<file path="src/rtl/core/dtq_pkg.sv">
// dtq_pkg: shared types and constants of the deadline timer queue.
// No dependencies.
`default_nettype none

package dtq_pkg;

   localparam int unsigned DELAY_W  = 31;
   localparam int unsigned TAG_W    = 16;
   localparam int unsigned SLOT_W   = 5;
   localparam int unsigned NOW_W    = 32;
   localparam int unsigned MAX_OUT  = 32;
   localparam int unsigned COUNT_W  = 6;
   localparam logic [DELAY_W-1:0] REMAIN_MAX = {DELAY_W{1'b1}};

   typedef enum logic [1:0] {
      CMD_ADD    = 2'd0,
      CMD_QUERY  = 2'd1,
      CMD_EXPIRE = 2'd2
   } cmd_type;

   typedef enum logic [2:0] {
      KIND_ADDED     = 3'd0,
      KIND_FULL      = 3'd1,
      KIND_TIME_LEFT = 3'd2,
      KIND_EXPIRED   = 3'd3,
      KIND_NONE_DUE  = 3'd4
   } kind_type;

endpackage

`default_nettype wire

</file>
<file path="src/rtl/core/dtq_ram.sv">
// dtq_ram: generic single write port, single read port RAM, registered read.
// No dependencies.
`default_nettype none

module dtq_ram #(
   parameter int unsigned WIDTH = 48,
   parameter int unsigned DEPTH = 32
) (
   input  wire logic                     clock,
   input  wire logic                     we,
   input  wire logic [$clog2(DEPTH)-1:0] waddr,
   input  wire logic [WIDTH-1:0]         wdata,
   input  wire logic [$clog2(DEPTH)-1:0] raddr,
   output logic      [WIDTH-1:0]         rdata
);

   logic [WIDTH-1:0] mem [DEPTH];

   always_ff @(posedge clock) begin
      if (we) begin
         mem[waddr] <= wdata;
      end
      rdata <= mem[raddr];
   end

endmodule

`default_nettype wire

</file>
<file path="src/rtl/core/deadline_timer_queue.sv">
// deadline_timer_queue: timer table with add, query and expire commands.
// Depends on dtq_pkg and dtq_ram.
//
//   channel  dir  handshake               contents
//   req      in   req_tvalid/req_tready   tuser command, tdata now/delay/tag
//   rsp      out  rsp_tvalid/rsp_tready   tuser kind, tdata slot/tag/remaining/inf
//
// Every command walks the table one slot per cycle through one RAM read port and one
// subtract-compare. Add stops at the first free slot. Query walks the table once.
// Expire walks it once for each removed entry and once more.
// req_tready is high only while idle; a held response stalls the walk at a decision.
// Reset empties the table at once through per-slot valid bits.
`default_nettype none

module deadline_timer_queue
   import dtq_pkg::*;
#(
   parameter int unsigned TIMER_SLOTS = 32,
   parameter int unsigned TIME_BITS   = 32
) (
   input  wire logic        clock,
   input  wire logic        reset,
   input  wire logic        req_tvalid,
   output logic             req_tready,
   input  wire logic [79:0] req_tdata,   // now[31:0], delay[62:32], tag[78:63], zero
   input  wire logic [1:0]  req_tuser,   // command[1:0]
   output logic             rsp_tvalid,
   input  wire logic        rsp_tready,
   output logic [55:0]      rsp_tdata,   // slot[4:0], fired_tag[20:5], remaining[51:21],
                                         // infinite[52], zero
   output logic [2:0]       rsp_tuser,   // kind[2:0]
   output logic             rsp_tlast
);

   localparam int unsigned IDX_W = $clog2(TIMER_SLOTS);
   localparam int unsigned EXT_W = (TIME_BITS > NOW_W) ? TIME_BITS : NOW_W;
   localparam int unsigned RAM_W = TIME_BITS + TAG_W;
   localparam logic [IDX_W-1:0] LAST_IDX = IDX_W'(TIMER_SLOTS - 1);
   localparam logic [TIME_BITS-1:0] SIGN = {1'b1, {(TIME_BITS-1){1'b0}}};

   typedef enum logic [2:0] {
      S_IDLE,
      S_ADD,
      S_SCAN,
      S_LASTCMP,
      S_DECIDE
   } state_type;

   state_type              state_ff;
   cmd_type                cmd_ff;
   logic [TIME_BITS-1:0]   now_ff;
   logic [TIME_BITS-1:0]   deadline_ff;
   logic [TAG_W-1:0]       tag_ff;
   logic [IDX_W-1:0]       addr_ff;
   logic                   cmp_act_ff;
   logic [IDX_W-1:0]       cmp_idx_ff;
   logic                   best_found_ff;
   logic [TIME_BITS-1:0]   best_key_ff;
   logic [IDX_W-1:0]       best_idx_ff;
   logic [TAG_W-1:0]       best_tag_ff;
   logic                   pend_ff;
   logic [IDX_W-1:0]       pend_idx_ff;
   logic [TAG_W-1:0]       pend_tag_ff;
   logic [COUNT_W-1:0]     count_ff;
   logic [TIMER_SLOTS-1:0] valid_ff;
   logic                   rsp_valid_ff;
   kind_type               o_kind_ff;
   logic [SLOT_W-1:0]      o_slot_ff;
   logic [TAG_W-1:0]       o_tag_ff;
   logic [DELAY_W-1:0]     o_rem_ff;
   logic                   o_inf_ff;
   logic                   o_last_ff;

   logic [EXT_W-1:0]     now_ext;
   logic [EXT_W-1:0]     sum_ext;
   logic [RAM_W-1:0]     rd_data;
   logic [TIME_BITS-1:0] key_c;
   logic                 take_c;
   logic [TIME_BITS-1:0] best_diff;
   logic [EXT_W-1:0]     diff_ext;
   logic                 due_c;
   logic [DELAY_W-1:0]   rem_c;
   logic                 more_c;
   logic                 out_free;
   logic                 ram_we;

   assign now_ext = EXT_W'(req_tdata[31:0]);
   assign sum_ext = now_ext + EXT_W'(req_tdata[62:32]);

   assign key_c  = (rd_data[TIME_BITS-1:0] - now_ff) ^ SIGN;
   assign take_c = cmp_act_ff && valid_ff[cmp_idx_ff]
                   && (!best_found_ff || (key_c < best_key_ff));

   assign best_diff = best_key_ff ^ SIGN;
   assign diff_ext  = EXT_W'(best_diff);
   assign due_c     = best_found_ff && ((best_diff == '0) || best_diff[TIME_BITS-1]);
   assign more_c    = due_c && (count_ff < COUNT_W'(MAX_OUT));

   always_comb begin
      if (!best_found_ff || (best_diff == '0) || best_diff[TIME_BITS-1]) begin
         rem_c = '0;
      end else if (diff_ext > EXT_W'(REMAIN_MAX)) begin
         rem_c = REMAIN_MAX;
      end else begin
         rem_c = diff_ext[DELAY_W-1:0];
      end
   end

   assign out_free = !rsp_valid_ff || rsp_tready;
   assign ram_we   = (state_ff == S_ADD) && !valid_ff[addr_ff] && out_free;

   dtq_ram #(
      .WIDTH (RAM_W),
      .DEPTH (TIMER_SLOTS)
   ) u_store (
      .clock (clock),
      .we    (ram_we),
      .waddr (addr_ff),
      .wdata ({tag_ff, deadline_ff}),
      .raddr (addr_ff),
      .rdata (rd_data)
   );

   always_ff @(posedge clock) begin
      if (rsp_tready) begin
         rsp_valid_ff <= 1'b0;
      end
      cmp_act_ff <= (state_ff == S_SCAN);
      cmp_idx_ff <= addr_ff;
      if (take_c) begin
         best_found_ff <= 1'b1;
         best_key_ff   <= key_c;
         best_idx_ff   <= cmp_idx_ff;
         best_tag_ff   <= rd_data[RAM_W-1:TIME_BITS];
      end

      case (state_ff)
         S_IDLE: begin
            if (req_tvalid) begin
               cmd_ff        <= cmd_type'(req_tuser);
               now_ff        <= now_ext[TIME_BITS-1:0];
               deadline_ff   <= sum_ext[TIME_BITS-1:0];
               tag_ff        <= req_tdata[78:63];
               addr_ff       <= '0;
               best_found_ff <= 1'b0;
               pend_ff       <= 1'b0;
               count_ff      <= '0;
               case (cmd_type'(req_tuser))
                  CMD_ADD:    state_ff <= S_ADD;
                  CMD_QUERY:  state_ff <= S_SCAN;
                  CMD_EXPIRE: state_ff <= S_SCAN;
                  default:    state_ff <= S_IDLE;
               endcase
            end
         end
         S_ADD: begin
            if (!valid_ff[addr_ff]) begin
               if (out_free) begin
                  valid_ff[addr_ff] <= 1'b1;
                  rsp_valid_ff      <= 1'b1;
                  o_kind_ff         <= KIND_ADDED;
                  o_slot_ff         <= SLOT_W'(addr_ff);
                  o_tag_ff          <= tag_ff;
                  o_rem_ff          <= '0;
                  o_inf_ff          <= 1'b0;
                  o_last_ff         <= 1'b1;
                  state_ff          <= S_IDLE;
               end
            end else if (addr_ff == LAST_IDX) begin
               if (out_free) begin
                  rsp_valid_ff <= 1'b1;
                  o_kind_ff    <= KIND_FULL;
                  o_slot_ff    <= '0;
                  o_tag_ff     <= '0;
                  o_rem_ff     <= '0;
                  o_inf_ff     <= 1'b0;
                  o_last_ff    <= 1'b1;
                  state_ff     <= S_IDLE;
               end
            end else begin
               addr_ff <= addr_ff + 1'b1;
            end
         end
         S_SCAN: begin
            if (addr_ff == LAST_IDX) begin
               state_ff <= S_LASTCMP;
            end else begin
               addr_ff <= addr_ff + 1'b1;
            end
         end
         S_LASTCMP: begin
            state_ff <= S_DECIDE;
         end
         S_DECIDE: begin
            if (cmd_ff == CMD_QUERY) begin
               if (out_free) begin
                  rsp_valid_ff <= 1'b1;
                  o_kind_ff    <= KIND_TIME_LEFT;
                  o_slot_ff    <= '0;
                  o_tag_ff     <= '0;
                  o_rem_ff     <= rem_c;
                  o_inf_ff     <= !best_found_ff;
                  o_last_ff    <= 1'b1;
                  state_ff     <= S_IDLE;
               end
            end else if (more_c && (!pend_ff || out_free)) begin
               // hold the new earliest entry; the previous one goes out, not last
               if (pend_ff) begin
                  rsp_valid_ff <= 1'b1;
                  o_kind_ff    <= KIND_EXPIRED;
                  o_slot_ff    <= SLOT_W'(pend_idx_ff);
                  o_tag_ff     <= pend_tag_ff;
                  o_rem_ff     <= '0;
                  o_inf_ff     <= 1'b0;
                  o_last_ff    <= 1'b0;
               end
               pend_ff               <= 1'b1;
               pend_idx_ff           <= best_idx_ff;
               pend_tag_ff           <= best_tag_ff;
               valid_ff[best_idx_ff] <= 1'b0;
               count_ff              <= count_ff + 1'b1;
               best_found_ff         <= 1'b0;
               addr_ff               <= '0;
               state_ff              <= S_SCAN;
            end else if (!more_c && out_free) begin
               rsp_valid_ff <= 1'b1;
               o_kind_ff    <= pend_ff ? KIND_EXPIRED : KIND_NONE_DUE;
               o_slot_ff    <= pend_ff ? SLOT_W'(pend_idx_ff) : '0;
               o_tag_ff     <= pend_ff ? pend_tag_ff : '0;
               o_rem_ff     <= '0;
               o_inf_ff     <= 1'b0;
               o_last_ff    <= 1'b1;
               state_ff     <= S_IDLE;
            end
         end
         default: begin
            state_ff <= S_IDLE;
         end
      endcase

      if (reset) begin
         state_ff      <= S_IDLE;
         valid_ff      <= '0;
         rsp_valid_ff  <= 1'b0;
         cmp_act_ff    <= 1'b0;
         best_found_ff <= 1'b0;
         pend_ff       <= 1'b0;
         count_ff      <= '0;
         addr_ff       <= '0;
      end
   end

   assign req_tready = (state_ff == S_IDLE);
   assign rsp_tvalid = rsp_valid_ff;
   assign rsp_tuser  = o_kind_ff;
   assign rsp_tlast  = o_last_ff;
   assign rsp_tdata  = {3'b000, o_inf_ff, o_rem_ff, o_tag_ff, o_slot_ff};

endmodule

`default_nettype wire
</file>
<file path="config.mk">
export PLATFORM = sky130hd
export DESIGN_NAME = deadline_timer_queue
export DESIGN_NICKNAME = d
export VERILOG_FILES = /design/src/rtl/core/dtq_pkg.sv /design/src/rtl/core/dtq_ram.sv /design/src/rtl/core/deadline_timer_queue.sv
export SDC_FILE = /design/constraint.sdc
export NUM_CORES = 2
export LEC_CHECK = 0
export ABC_AREA = 1
export BUFFER_PORTS_ARGS = -buffer_cell sky130_fd_sc_hd__buf_4
export CORE_MARGIN = 4
export CORE_UTILIZATION = 40
export DETAILED_ROUTE_END_ITERATION = 8
export SYNTH_ARGS = -nofsm -noshare
export SYNTH_HDL_FRONTEND = slang
export SYNTH_SLANG_ARGS = --single-unit
export TNS_END_PERCENT = 100
</file>
<file path="constraint.sdc">
create_clock -name clock -period 6.9 [get_ports clock]
set_input_delay 0.345 -clock clock [delete_from_list [all_inputs] [get_ports clock]]
set_output_delay 0.345 -clock clock [all_outputs]
set_load 0.03 [all_outputs]
</file>
After elaboration in Yosys (flattened, before gate mapping)
Memories as Yosys holds them, arrays and structs flattened. A register that Yosys moved wholly into a read port is not among the register bits.
Index checks and enable logic that the tools add are counted.
- memories: 1
- flip-flop bits (word level): 268
- logic and storage cells: 213
- input port bits: 86
- output and inout bits: 62
- RAM bits: 1536
- memories (memory ; depth ; width ; read ports ; clocked after Yosys merged registers in ; wr ports ; RTL line ; RTL):
    u_store.mem ; 32 ; 48 ; 1 ; 1 ; 1 ; dtq_ram.sv:17 ; logic [WIDTH-1:0] mem [DEPTH];
- bitwise logic cells: 6
- $lt $le $gt $ge: 8
- $add $sub $neg: 4
- equality and inequality tests: 21
- multiplexer cells: 111
- reductions and logical operators: 38
- operators by type and width (kind ; count):
    two-way mux 31 bit ; 10
    two-way mux 16 bit ; 9
    two-way mux 32 bit ; 4
    two-way mux 5 bit ; 14
    case mux 32 bit (2 select lines) ; 1
    case mux 31 bit (2 select lines) ; 1
    two-way mux 3 bit ; 18
    two-way mux 1 bit ; 35
    adder 32 x 31 -> 32 bit ; 1
    AND 32 bit ; 1
    greater-than comparator 32 x 31 -> 1 bit, second input constant ; 1
    logical NOT 32 bit ; 1
    less-than comparator 32 bit ; 1
    NOT 32 bit ; 1
    OR 32 bit ; 1
    case mux 16 bit (2 select lines) ; 1
    subtractor 32 bit ; 1
    case mux 5 bit (4 select lines) ; 1
    AND reduction 5 bit ; 4
    less-than comparator 5 x 6 -> 1 bit, second input constant ; 3
    two-way mux 6 bit ; 3
    case mux 3 bit (5 select lines) ; 1
    case mux 6 bit (2 select lines) ; 1
    AND reduction 4 bit ; 3
    33 further kinds ; 71

Logic depth before layout (Yosys ltp)
- depth after elaboration: 11
- gate-level depth with buffers: 21

Modules after synthesis
A second synthesis with hierarchy kept.
- cells, all modules: 7075
- area total of the unflattened synthesis: 78431.5 um^2
- modules (own cells, without submodules) (module ; cells an instance ; area an instance (um^2) ; times used):
    dtq_ram ; 5279 ; 62969.1 ; 1
    deadline_timer_queue ; 1796 ; 15462.3 ; 1

Least setup slack after synthesis
OpenSTA, ideal clock, no wires.
- path type: register -> register
- start: register state_ff[0]
- end: register cmd_ff[0], enable pin
- slack: 0.171 ns
- arrival time: 6.106 ns
- path buffers: 0
- library setup time: 0.623 ns
- stages on the path, launching flop included: 4
- data required time: 6.277 ns
- cells stage by stage: dfxtp_1 > nor2_1 > inv_1 > nor3_1
- longest elaborated chain between the ends: 2
- RTL lines (element ; RTL line ; RTL):
    start: declaration ; deadline_timer_queue.sv:49 ; state_type state_ff;
    start signal: assignment ; deadline_timer_queue.sv:149 ; CMD_ADD: state_ff <= S_ADD;
    start signal: assignment ; deadline_timer_queue.sv:150 ; CMD_QUERY: state_ff <= S_SCAN;
    start signal: assignment ; deadline_timer_queue.sv:151 ; CMD_EXPIRE: state_ff <= S_SCAN;
    logical NOT 3 bit ; deadline_timer_queue.sv:137 ; case (state_ff)
    AND reduction 2 bit (no source line) ; n/a ;
    end signal: assignment ; deadline_timer_queue.sv:140 ; cmd_ff <= cmd_type'(req_tuser);
    end: declaration ; deadline_timer_queue.sv:50 ; cmd_type cmd_ff;
No other way between the ends.
A chain may end at the register's enable or synchronous reset.

Final worst setup path
- start: register addr_ff[2]
- end: memory u_store.mem[6][2], enable pin
- longest elaborated chain between the ends: 7
- RTL lines (element ; RTL line ; RTL):
    start: declaration ; deadline_timer_queue.sv:54 ; logic [IDX_W-1:0] addr_ff;
    start signal: assignment ; deadline_timer_queue.sv:181 ; addr_ff <= addr_ff + 1'b1;
    start signal: assignment ; deadline_timer_queue.sv:188 ; addr_ff <= addr_ff + 1'b1;
    binary-select mux 1 bit (select 5 bit) ; deadline_timer_queue.sv:110 ; assign ram_we = (state_ff == S_ADD) && !valid_ff[addr_ff] && out_free;
    two-way mux 1 bit (implied by the code) ; deadline_timer_queue.sv:110 ;
    logical NOT 1 bit ; n/a ;
    logical AND 1 bit (2 in series) ; deadline_timer_queue.sv:110 ;
    two-way mux 1 bit ; dtq_ram.sv:20 ; if (we) begin
    two-way mux 1 bit (implied by the code) ; dtq_ram.sv:21 ; mem[waddr] <= wdata;
    end: declaration ; dtq_ram.sv:17 ;
Parallel ways exist; a longest one is shown, timed or not. The select of a mux whose other input is x is not followed.

==> flow_summary.toml <==
[yosys]
postSynthRegisterBits = 1852
ys_warn_count = 0
synthesis.area_um2 = 75700
synth_enable_flop_cells = 1749
ys_async_sr_fraction = 0
syn_area_per_cell_um2 = 12.5
post_synth_inst_count = 6045
synthDistinctLibCells = 48
synth_seq_area_share = 0.721
synthFlopType = "sky130_fd_sc_hd__edfxtp_1"

[power_and_ir_drop]
static-leakage-power_nw = 29.3
max-vdd-ir-drop_mv = 0.294
p_int_mw = 22.2
seq_power_share = 0.430
pwr-share-clk = 0.291
power.density_nw_per_um2 = 397
power_switching_mw = 11.9
p_sw_frac = 0.349
total_power_mw = 34.1
power.combinational.fraction = 0.279

[global_route]
pin_count_of_the_biggest_net_entering_global_routing = 164
grt_antenna_before_repair = 7
grt_usage = 0.216
grtUsageMet2 = 0.351
use_met1 = 0.300
grt_busiest_layer = "met2"
grt_first_pass_wirelength_mm = 317
gr-usage-met3 = 0.0307
grt.overflow.total = 0
first_global_vias = 46600

[clock_tree]
post_cts_resize_count = 0
tritoncts = "yes"
numClockSinks = 1852
htree_levels = 4
clock_tree.buffer_depth = 3
clk_pin_slew_ns = 0.06
cts_root_buf = "sky130_fd_sc_hd__clkbuf_16"
clk_latency_ns = 0.80
numCtsBuffers = 187

[floorplan]
row_count = 159
chipHeight_um = 443
dieArea_um2 = 196000
design.portCount = 148
core-area_um2 = 188000
starting_density = 0.403
die_w_um = 443

[worst_hold_path]
worst_hold_path_class = "in2reg"
worst_hold_path.num_cells = 3

[place]
place.detailed.instances = 8441
place_hpwl_mm = 118
globalplace.congestion = 0.868
numPortBuffers = 143

[timing]
clock-skew-final_ns = 0.0246
setup_total_negative_slack_ns = 0
final-hold-violation-count = 0
rsz0062_at_grt = "no"
worstMarginPinSlew_ns = 1.30
maxSlewHeadroom = 0.131
finalCriticalPeriod_ns = 4.95
final-setup-viol-count = 0
clock.fmax_ghz = 0.202
maxSlewViolCount = 0
hold_slack_ns = 0.0706
period_share = 0.717

[status]
status = "completed"

[worst_setup_path]
critical_path_buf_inv_count = 3
worstSetupPathDepth = 10
cp-endpoint = "u_store.mem[6][2]$_DFFE_PP_"
timing.reg2reg.worst_path_depth = 10
critical_path.startpoint = "addr_ff[2]$_SDFFE_PP0P_"
timing.reg2reg.setup_slack_ns = 1.95
data_arrival_time_at_the_worst_slack_endpoint_ns = 5.35
crit-reg2reg-launch = "addr_ff[2]$_SDFFE_PP0P_"
cp_slowest_cell = "sky130_fd_sc_hd__nor3_4"
path_max_fanout = 34
crit_family = "simple AND/OR/NAND/NOR gates"
crit_path_end_kind = "flop"
setup.worst_path.class = "reg2reg"
cpPeakStageDelay_ns = 1.07
worst_r2r_endpoint = "u_store.mem[6][2]$_DFFE_PP_"
startpoint_type = "flop"
worst-endpoint-required_ns = 7.31
cp_cell_sequence = "nand3_2 > clkinv_2 > nand2_1 > nand2_1 > nor2_4 > nand3_4 > nor2_4 > inv_2 > nor3_4 > buf_4"

[drt]
routedWlPerCell_um = 24.7
firstDrtPassIters = 6
vias = 49900
post-route-drc-count = 0
route.final.wire_length_mm = 218
count_of_routing_violations_after_the_opening_detailed_route_iteration = 5653
via_per_inst = 5.65
antenna_violating_nets_post_route = 0

[finish]
post_layout_nonfiller_instances = 8840
fillers = 16800
areaGrowthSynthToFinish_pct = 13.5
drive_above_1_share = 0.0940
fin_util = 0.457
layout.nets = 6375

[run]
max_cap_violations = 0
-- worst min-delay path by stage --
stage | from | end | slack (ns)
final | req_tdata[39] | deadline_ff[7]$_DFFE_PP_ | 0.07
after global routing | req_tdata[39] | deadline_ff[7]$_DFFE_PP_ | 0.07
after CTS | req_tdata[39] | deadline_ff[7]$_DFFE_PP_ | 0.01
after detailed placement | u_store.rdata[44]$_DFF_P_ | best_tag_ff[12]$_DFFE_PP_ | 0.39
after global placement | u_store.rdata[44]$_DFF_P_ | best_tag_ff[12]$_DFFE_PP_ | 0.39
after floorplan | addr_ff[2]$_SDFFE_PP0P_ | cmp_idx_ff[2]$_DFF_P_ | 0.33
-- per-layer routing --
layer | vias up | share of wire
met5 | - | 0
met4 | 0 | 0.032
met3 | 365 | 0.077
met2 | 2116 | 0.47
met1 | 24900 | 0.42
li1 | 22500 | -
-- synthesized netlist by cell type (7+ instances only) --
library cell / number / area, um^2
sky130_fd_sc_hd__edfxtp_1: 1749 / 52500
sky130_fd_sc_hd__nor2_1: 935 / 3510
sky130_fd_sc_hd__o21ai_0: 784 / 3920
sky130_fd_sc_hd__nand2_1: 592 / 2220
sky130_fd_sc_hd__o22ai_1: 385 / 2410
sky130_fd_sc_hd__inv_1: 236 / 886
sky130_fd_sc_hd__clkbuf_1: 192 / 721
sky130_fd_sc_hd__a21oi_1: 164 / 821
sky130_fd_sc_hd__o21ai_1: 153 / 766
sky130_fd_sc_hd__buf_2: 116 / 581
sky130_fd_sc_hd__dfxtp_1: 103 / 2060
sky130_fd_sc_hd__ha_1: 100 / 1250
sky130_fd_sc_hd__nand4_1: 98 / 613
sky130_fd_sc_hd__nand3_1: 92 / 460
sky130_fd_sc_hd__a22o_1: 78 / 683
sky130_fd_sc_hd__xor2_1: 43 / 377
sky130_fd_sc_hd__nor3_2: 32 / 320
sky130_fd_sc_hd__a221oi_2: 20 / 300
sky130_fd_sc_hd__buf_4: 19 / 143
sky130_fd_sc_hd__nor3_1: 15 / 75.1
sky130_fd_sc_hd__buf_1: 13 / 48.8
sky130_fd_sc_hd__clkinv_1: 13 / 48.8
sky130_fd_sc_hd__xnor2_1: 13 / 114
sky130_fd_sc_hd__a221oi_1: 11 / 96.3
sky130_fd_sc_hd__buf_6: 11 / 124
sky130_fd_sc_hd__inv_2: 9 / 33.8
sky130_fd_sc_hd__a21o_1: 8 / 60.1
sky130_fd_sc_hd__o21a_1: 7 / 52.6
sky130_fd_sc_hd__o21bai_1: 7 / 52.6
-- flip-flops by register name, summed over array words and instances, names as in the netlist, 6 cells and up --
signal,count
best_tag_ff,16
best_key_ff,32
tag_ff,16
u_store.mem,1536
count_ff,6
now_ff,32
pend_tag_ff,16
o_tag_ff,16
valid_ff,32
o_rem_ff,31
deadline_ff,32
u_store.rdata,48
-- per-stage QoR --
| stage | instance area (um^2) | setup WS (ns) |
|---|---|---|
| after floorplan | 75700 | 0.171 |
| final | 85900 | 1.95 |
| after detailed placement | 79400 | 2.08 |
| after global placement | 79400 | 2.12 |
| after CTS | 85900 | 2.04 |
| after global routing | 85900 | 1.89 |
-- layout make-up --
class / instances / area, um^2 / share of cell area
Antenna cell: 2 / 5.00 / 0.0000583
Clock buffer: 258 / 5150 / 0.0600
Clock inverter: 87 / 815 / 0.00948
Inverter: 259 / 1000 / 0.0116
Multi-Input combinational cell: 3585 / 18800 / 0.218
Sequential cell: 1852 / 54600 / 0.635
Tap cell: 2495 / 3120 / 0.0363
Timing Repair Buffer: 302 / 2460 / 0.0286
-- placed cells by master (no fill, tap or decap), drive strengths merged, types with 8 or more instances in the layout --
| cell | count |
|---|---|
| a21oi | 164 |
| xnor2 | 13 |
| clkinv | 74 |
| o21ai | 937 |
| a22o | 78 |
| nor3 | 47 |
| a21o | 8 |
| xor2 | 43 |
| o22ai | 385 |
| dlygate4sd3 | 52 |
| bufinv | 14 |
| nor2 | 942 |
| clkbuf | 258 |
| inv | 254 |
| dfxtp | 103 |
| edfxtp | 1749 |
| nand2 | 596 |
| ha | 100 |
| a221oi | 31 |
| nand4 | 98 |
| buf | 250 |
| nand3 | 97 |
-- tightest hold or removal path, delay by kind of cell --
family / cells / cell delay [ns]
adder cells (fa/ha/maj): 1 / 0.18
XOR/XNOR: 1 / 0.09
buffers and inverters: 1 / 0.08
-- cell families after synthesis --
kind of cell	count (synthesis)	share of synthesized area
xor gates and xnor gates	56	0.00648
and+or+nand+nor	1788	0.0978
other	1	0.0000496
AOI/OAI and AO/OA	1636	0.123
DFF	1852	0.721
buffers and inverters	610	0.0342
adders and majority gates	102	0.0171
-- timing repair --
item,in CTS,in global routing
endpoints found under the hold margin,88,0
setup endpoints to repair,0,0
buffers inserted,0,0
hold buffers,52,0
-- power groups by stage --
stage                     clock network (mW)  logic [mW]  registers [mW]
after floorplan                            0        6.55            14.5
after global placement                     0        9.30            14.9
after detailed placement                   0        9.41            14.9
after CTS                               10.1        9.46            14.7
after global routing                    10.6        10.5            14.8
final                                   9.94        9.52            14.7
Power figures use the tool's default switching activity.
